$ cat src/hw/rtl/looped_sample_player_core_assert.svh
// Assertion macros shared by the RTL. Each expects signals named clock and reset in scope.
`ifndef LOOPED_SAMPLE_PLAYER_CORE_ASSERT_SVH
`define LOOPED_SAMPLE_PLAYER_CORE_ASSERT_SVH

// Consequent must hold in the same cycle as the antecedent.
`define LSP_ASSERT_NOW(lbl, ante, cons, msg) \
   lbl: assert property (@(posedge clock) disable iff (reset) (ante) |-> (cons)) \
      else $error(msg);

// Consequent must hold in the cycle after the antecedent.
`define LSP_ASSERT_NEXT(lbl, ante, cons, msg) \
   lbl: assert property (@(posedge clock) disable iff (reset) (ante) |=> (cons)) \
      else $error(msg);

`endif

$ cat src/hw/rtl/lsp_pkg.sv
package lsp_pkg;

   localparam int SAMPLE_W   = 16;
   localparam int PTR_W      = 12;
   localparam int LEN_W      = 13;
   localparam int CNT_W      = 4;
   localparam int CNT_EXT_W  = 5;
   localparam int CHAN_W     = 3;
   localparam int REPEAT_W   = 16;
   localparam int EXT_W      = 17;
   localparam int CSR_ADDR_W = 3;
   localparam int CSR_DATA_W = 32;

   localparam logic [1:0] ACT_LOAD  = 2'd0;
   localparam logic [1:0] ACT_TAP   = 2'd1;
   localparam logic [1:0] ACT_FRAME = 2'd2;

   // Register select is byte address bit 2.
   localparam int          REG_SEL_BIT       = 2;
   localparam logic        REG_CHANNEL_COUNT = 1'b0;
   localparam logic        REG_WAVE_LENGTH   = 1'b1;

   localparam logic [CNT_W-1:0] CHANNEL_COUNT_RESET = 4'd1;
   localparam logic [LEN_W-1:0] WAVE_LENGTH_RESET   = 13'd4096;

   typedef logic signed [SAMPLE_W-1:0] sample_type;

   // Frame handed from the read stage to the result serialiser.
   typedef struct packed {
      logic             valid;
      sample_type       sample;
      logic [CNT_W-1:0] count;
   } emit_load_type;

endpackage

$ cat src/hw/rtl/lsp_channels.sv


interface lsp_rsp_if;
   import lsp_pkg::*;

   logic              valid;
   logic              ready;
   sample_type        sample_out;
   logic [CHAN_W-1:0] channel_index;
   logic              last_channel;

   modport source (output valid, sample_out, channel_index, last_channel, input ready);
   modport sink (input valid, sample_out, channel_index, last_channel, output ready);
endinterface

$ cat src/hw/rtl/lsp_emit.sv
module lsp_emit (
   input  logic                  clock,
   input  logic                  reset,
   input  lsp_pkg::emit_load_type load,
   output logic                  free,
   lsp_rsp_if.source             rsp_chan
);
   import lsp_pkg::*;

   logic             busy_ff, busy_in;
   sample_type       sample_ff, sample_in;
   logic [CNT_W-1:0] count_ff, count_in;
   logic [CNT_W-1:0] chan_ff, chan_in;
   logic             last;

   // The final channel of a frame is the one whose successor equals the count.
   assign last = (chan_ff + CNT_W'(1)) == count_ff;
   assign free = !busy_ff || (rsp_chan.ready && last);

   always_comb begin
      busy_in   = busy_ff;
      sample_in = sample_ff;
      count_in  = count_ff;
      chan_in   = chan_ff;
      if (load.valid) begin
         busy_in   = 1'b1;
         sample_in = load.sample;
         count_in  = load.count;
         chan_in   = '0;
      end else if (busy_ff && rsp_chan.ready) begin
         if (last) begin
            busy_in = 1'b0;
         end else begin
            chan_in = chan_ff + CNT_W'(1);
         end
      end
   end

   always_ff @(posedge clock) begin
      if (reset) begin
         busy_ff <= 1'b0;
      end else begin
         busy_ff <= busy_in;
      end
      sample_ff <= sample_in;
      count_ff  <= count_in;
      chan_ff   <= chan_in;
   end

   assign rsp_chan.valid         = busy_ff;
   assign rsp_chan.sample_out    = sample_ff;
   assign rsp_chan.channel_index = chan_ff[CHAN_W-1:0];
   assign rsp_chan.last_channel  = last;

endmodule

$ cat src/flat_wrapper.sv
// flat-port wrapper written by rule: the top's interface ports become plain ports
module lsp_emit_flat import lsp_pkg::*;
  (clock, reset, load, free, rsp_chan_valid, rsp_chan_sample_out, rsp_chan_channel_index, rsp_chan_last_channel, rsp_chan_ready);
  lsp_rsp_if rsp_chan_i ();
  input  logic clock;
  input  logic reset;
  input  lsp_pkg::emit_load_type load;
  output logic free;
  output wire logic [$bits(rsp_chan_i.valid)-1:0] rsp_chan_valid;
  output wire logic [$bits(rsp_chan_i.sample_out)-1:0] rsp_chan_sample_out;
  output wire logic [$bits(rsp_chan_i.channel_index)-1:0] rsp_chan_channel_index;
  output wire logic [$bits(rsp_chan_i.last_channel)-1:0] rsp_chan_last_channel;
  input wire logic [$bits(rsp_chan_i.ready)-1:0] rsp_chan_ready;
  assign rsp_chan_valid = rsp_chan_i.valid;
  assign rsp_chan_sample_out = rsp_chan_i.sample_out;
  assign rsp_chan_channel_index = rsp_chan_i.channel_index;
  assign rsp_chan_last_channel = rsp_chan_i.last_channel;
  assign rsp_chan_i.ready = rsp_chan_ready;
  lsp_emit u_core (.clock(clock), .reset(reset), .load(load), .free(free), .rsp_chan(rsp_chan_i));
endmodule
$ cat config.mk
export PLATFORM = sky130hd
export DESIGN_NAME = lsp_emit_flat
export DESIGN_NICKNAME = d
export VERILOG_FILES = /design/src/hw/rtl/looped_sample_player_core_assert.svh /design/src/hw/rtl/lsp_pkg.sv /design/src/hw/rtl/lsp_channels.sv /design/src/hw/rtl/lsp_emit.sv /design/src/flat_wrapper.sv
export SDC_FILE = /design/constraint.sdc
export NUM_CORES = 1
export LEC_CHECK = 0
export ABC_AREA = 1
export BUFFER_PORTS_ARGS = -buffer_cell sky130_fd_sc_hd__buf_2
export CAP_MARGIN = 5
export CORE_MARGIN = 2
export CORE_UTILIZATION = 37
export CTS_BUF_LIST = sky130_fd_sc_hd__clkbuf_16
export CTS_CLUSTER_DIAMETER = 200
export DETAILED_ROUTE_END_ITERATION = 8
export PLACE_DENSITY = 0.67
export SETUP_SLACK_MARGIN = 0.1
export SKIP_CTS_REPAIR_TIMING = 1
export SLEW_MARGIN = 20
export SYNTH_ARGS = -nofsm -noshare
export SYNTH_HDL_FRONTEND = slang
export SYNTH_SLANG_ARGS = --single-unit
$ cat constraint.sdc
create_clock -name clock -period 1.7 [get_ports clock]
set_input_delay 0.17 -clock clock [delete_from_list [all_inputs] [get_ports clock]]
set_output_delay 0.17 -clock clock [all_outputs]
set_load 0.02 [all_outputs]
==> summary.md <==
| Metric | Value |
|---|---|
| Fin. max-slew vios | 0 |
| Antenna Nets Post-Route | 0 |
| Initial DRC Count | 10 |
| GRT Total Usage | 0.113 |
| Die area | 0.00312 mm² |
| Fin worst setup slack | 61.9 ps |
| Sequential area share after synthesis | 0.704 |
| Max-slew headroom | 0.705 |
| Max FO, Critical Path | 6 |
| Max cap viols | 0 |
| Pre-CTS setup slack | 126 ps |
| Critical Path Source | u_core.chan_ff[1] |
| First-pass GRT wire length | 2700 µm |
| WL/cell | 11.0 µm |
| H-Tree Depth | 1 |
| Vias in the first global route | 703 |
| Syn_nets | 110 |
| Core area | 0.00252 mm² |
| Top post-synthesis cells by area | edfxtp_1 (60%), dfxtp_1 (10%), nand2_1 (7.2%) |
| RSZ-0062 raised after global routing | true |
| CP startpoint kind | flip-flop |
| Hold path start | reset |
| LEAKAGE | 0.646 nW |
| Post-DP HPWL | 1350 µm |
| Max VDD drop | 0.701 mV |
| Vias | 782 |
| Root cell of the clock tree | clkbuf_16 |
| Routed vias/inst | 4.71 |
| Die X | 55.9 µm |
| # IOs | 46 |
| Mapped Cells | 85 |
| Largest net degree at the start of global routing | 22 |
| Fin util | 0.559 |
| WL final | 1830 µm |
| Fin crit period | 1640 ps |
| Clk slew on worst S/H paths | 60 ps |
| R2R Path Start | u_core.chan_ff[1] |
| Clock skew | 0.511 ps |
| Type of the worst setup path | flip-flop to primary output |
| Clock tree buffer depth | 2 |
| Synthesized flop and latch total | 25 |
| Worst path cell trace | ha_4 -> nor2_2 -> o21ai_2 -> nor2_4 -> nand3_2 -> nand2_2 -> buf_6 |
| Final setup fails | 0 |
| Mapped cell area | 995 µm² |
| Initial antenna violation count | 0 |
| FP Rows | 18 |
| YS warnings | 0 |
| RePlAce Congestion | 0.770 |
| Drt pass-1 iters | 2 |
| Layout cells sized above 1 | 0.522 |
| Nets | 162 |
| Cell Pwr Density | 1030 mW/mm² |
| Commonest non-fill, non-tap cell in the layout | buf_2 |
| Clk Latency, worst-skew pair | 250 ps |
| Status | completed |
| Crit share post-route | 0.964 |
| Initial Utilization | 0.394 |
| P&R area growth vs syn | 41.8% |
| DRC viols | 0 |
| Number of diodes | 0 |
| Max stage delay on crit path | 360 ps |
| TritonCTS clock tree | yes |
| Slew @ Worst Pin | 442 ps |
| Final Hold Fails | 0 |
| Critical path arrival | 1470 ps |
| Max Clk Rate | 610 MHz |
| Total power | 0.00145 W |
| Highest-count cells in the layout ignoring fill and taps | buf_2 (43), edfxtp_1 (20), nand2_1 (15) |
| Req. time, crit path | 1530 ps |
| Port Buffers | 45 |
| Crit end category | primary output |
| Hold_ws | 73.2 ps |
| Syn_area_per_cell | 11.7 µm² |
| Synth unique cells | 16 |
| Hold WC Path Type | input port to flip-flop |
| Grt ovf | 0 |
| Die Y | 55.9 µm |
| CTS buffer count | 3 |
| Largest area contributor in the netlist | edfxtp_1 |
| Synth top area share | 0.604 |
| Highest-delay cell along the critical path | dfxtp_4 |
| Clock sinks | 25 |
## flip-flops by register name (all words and copies together), names as in the netlist
signal                      count
u_core.rsp_chan.sample_out     16
u_core.chan_ff                  4
u_core.count_ff                 4
u_core.rsp_chan.valid           1
## layer usage
metal	GRT usage	part of all wire	up-vias	wire [µm]
li1	-	-	390	-
met4	0.0510	0.0055	0	10
met5	0	0	-	0
met2	0.185	0.50	33	925
met3	0.0488	0.089	2	163
met1	0.128	0.40	357	733
## stage by stage
step | setup TNS, ps | cell area [µm²] | cells
6_report | 0 | 1410 | 166
5_1_grt | -13.2 | 1410 | 166
4_1_cts | -275 | 1320 | 162
3_5_place_dp | 0 | 1240 | 158
3_3_place_gp | 0 | 1240 | 158
2_1_floorplan | 0 | 995 | 85
## synthesized netlist by cell type, drive strengths merged
master and count:
edfxtp 20, ha 1, a21oi 5, nor2 6, inv 11, dfxtp 5
buf 3, nand2 21, nand3 9, o21ai 1, nand4 2, nand3b 1
## area by class of cell
class	count	area, µm²
fillers	230	1110
flip-flops and latches	25	707
repair buffers	50	275
multi-input cells	46	270
clock buffers	3	75.1
inverters	11	41.3
well taps	30	37.5
clock inverters	1	3.75
## logic make-up after synthesis
group                    share of synthesized area
AND/OR/NAND/NOR                              0.185
adder cells (fa/ha/maj)                     0.0126
AO/OA/AOI/OAI                               0.0340
flip-flops                                   0.704
buffers and inverters                       0.0641
## path summary, 6_finish.rpt
check	end	cells after the start	slack (ps)
setup / recovery	free	7	60
hold / removal	u_core.rsp_chan.valid	2	70
setup reg to reg	u_core.chan_ff[0]	8	270
hold reg to reg	u_core.chan_ff[3]	2	550
## report_power, final
group          leakage, nW  internal (W)  switching [W]
clock network       0.0423      0.000313       0.000179
logic                0.366     0.0000909       0.000135
registers            0.238      0.000713      0.0000227
## critical path, delay by kind of cell (launching register included)
| kind | cells | cell delay (ps) |
|---|---|---|
| and+or+nand+nor | 4 | 410 |
| adders and majority gates | 1 | 250 |
| DFF | 1 | 360 |
| AOI/OAI and AO/OA | 1 | 80 |
| buffers and inverters | 1 | 110 |
Note: power is estimated with default switching activity, not from simulation.
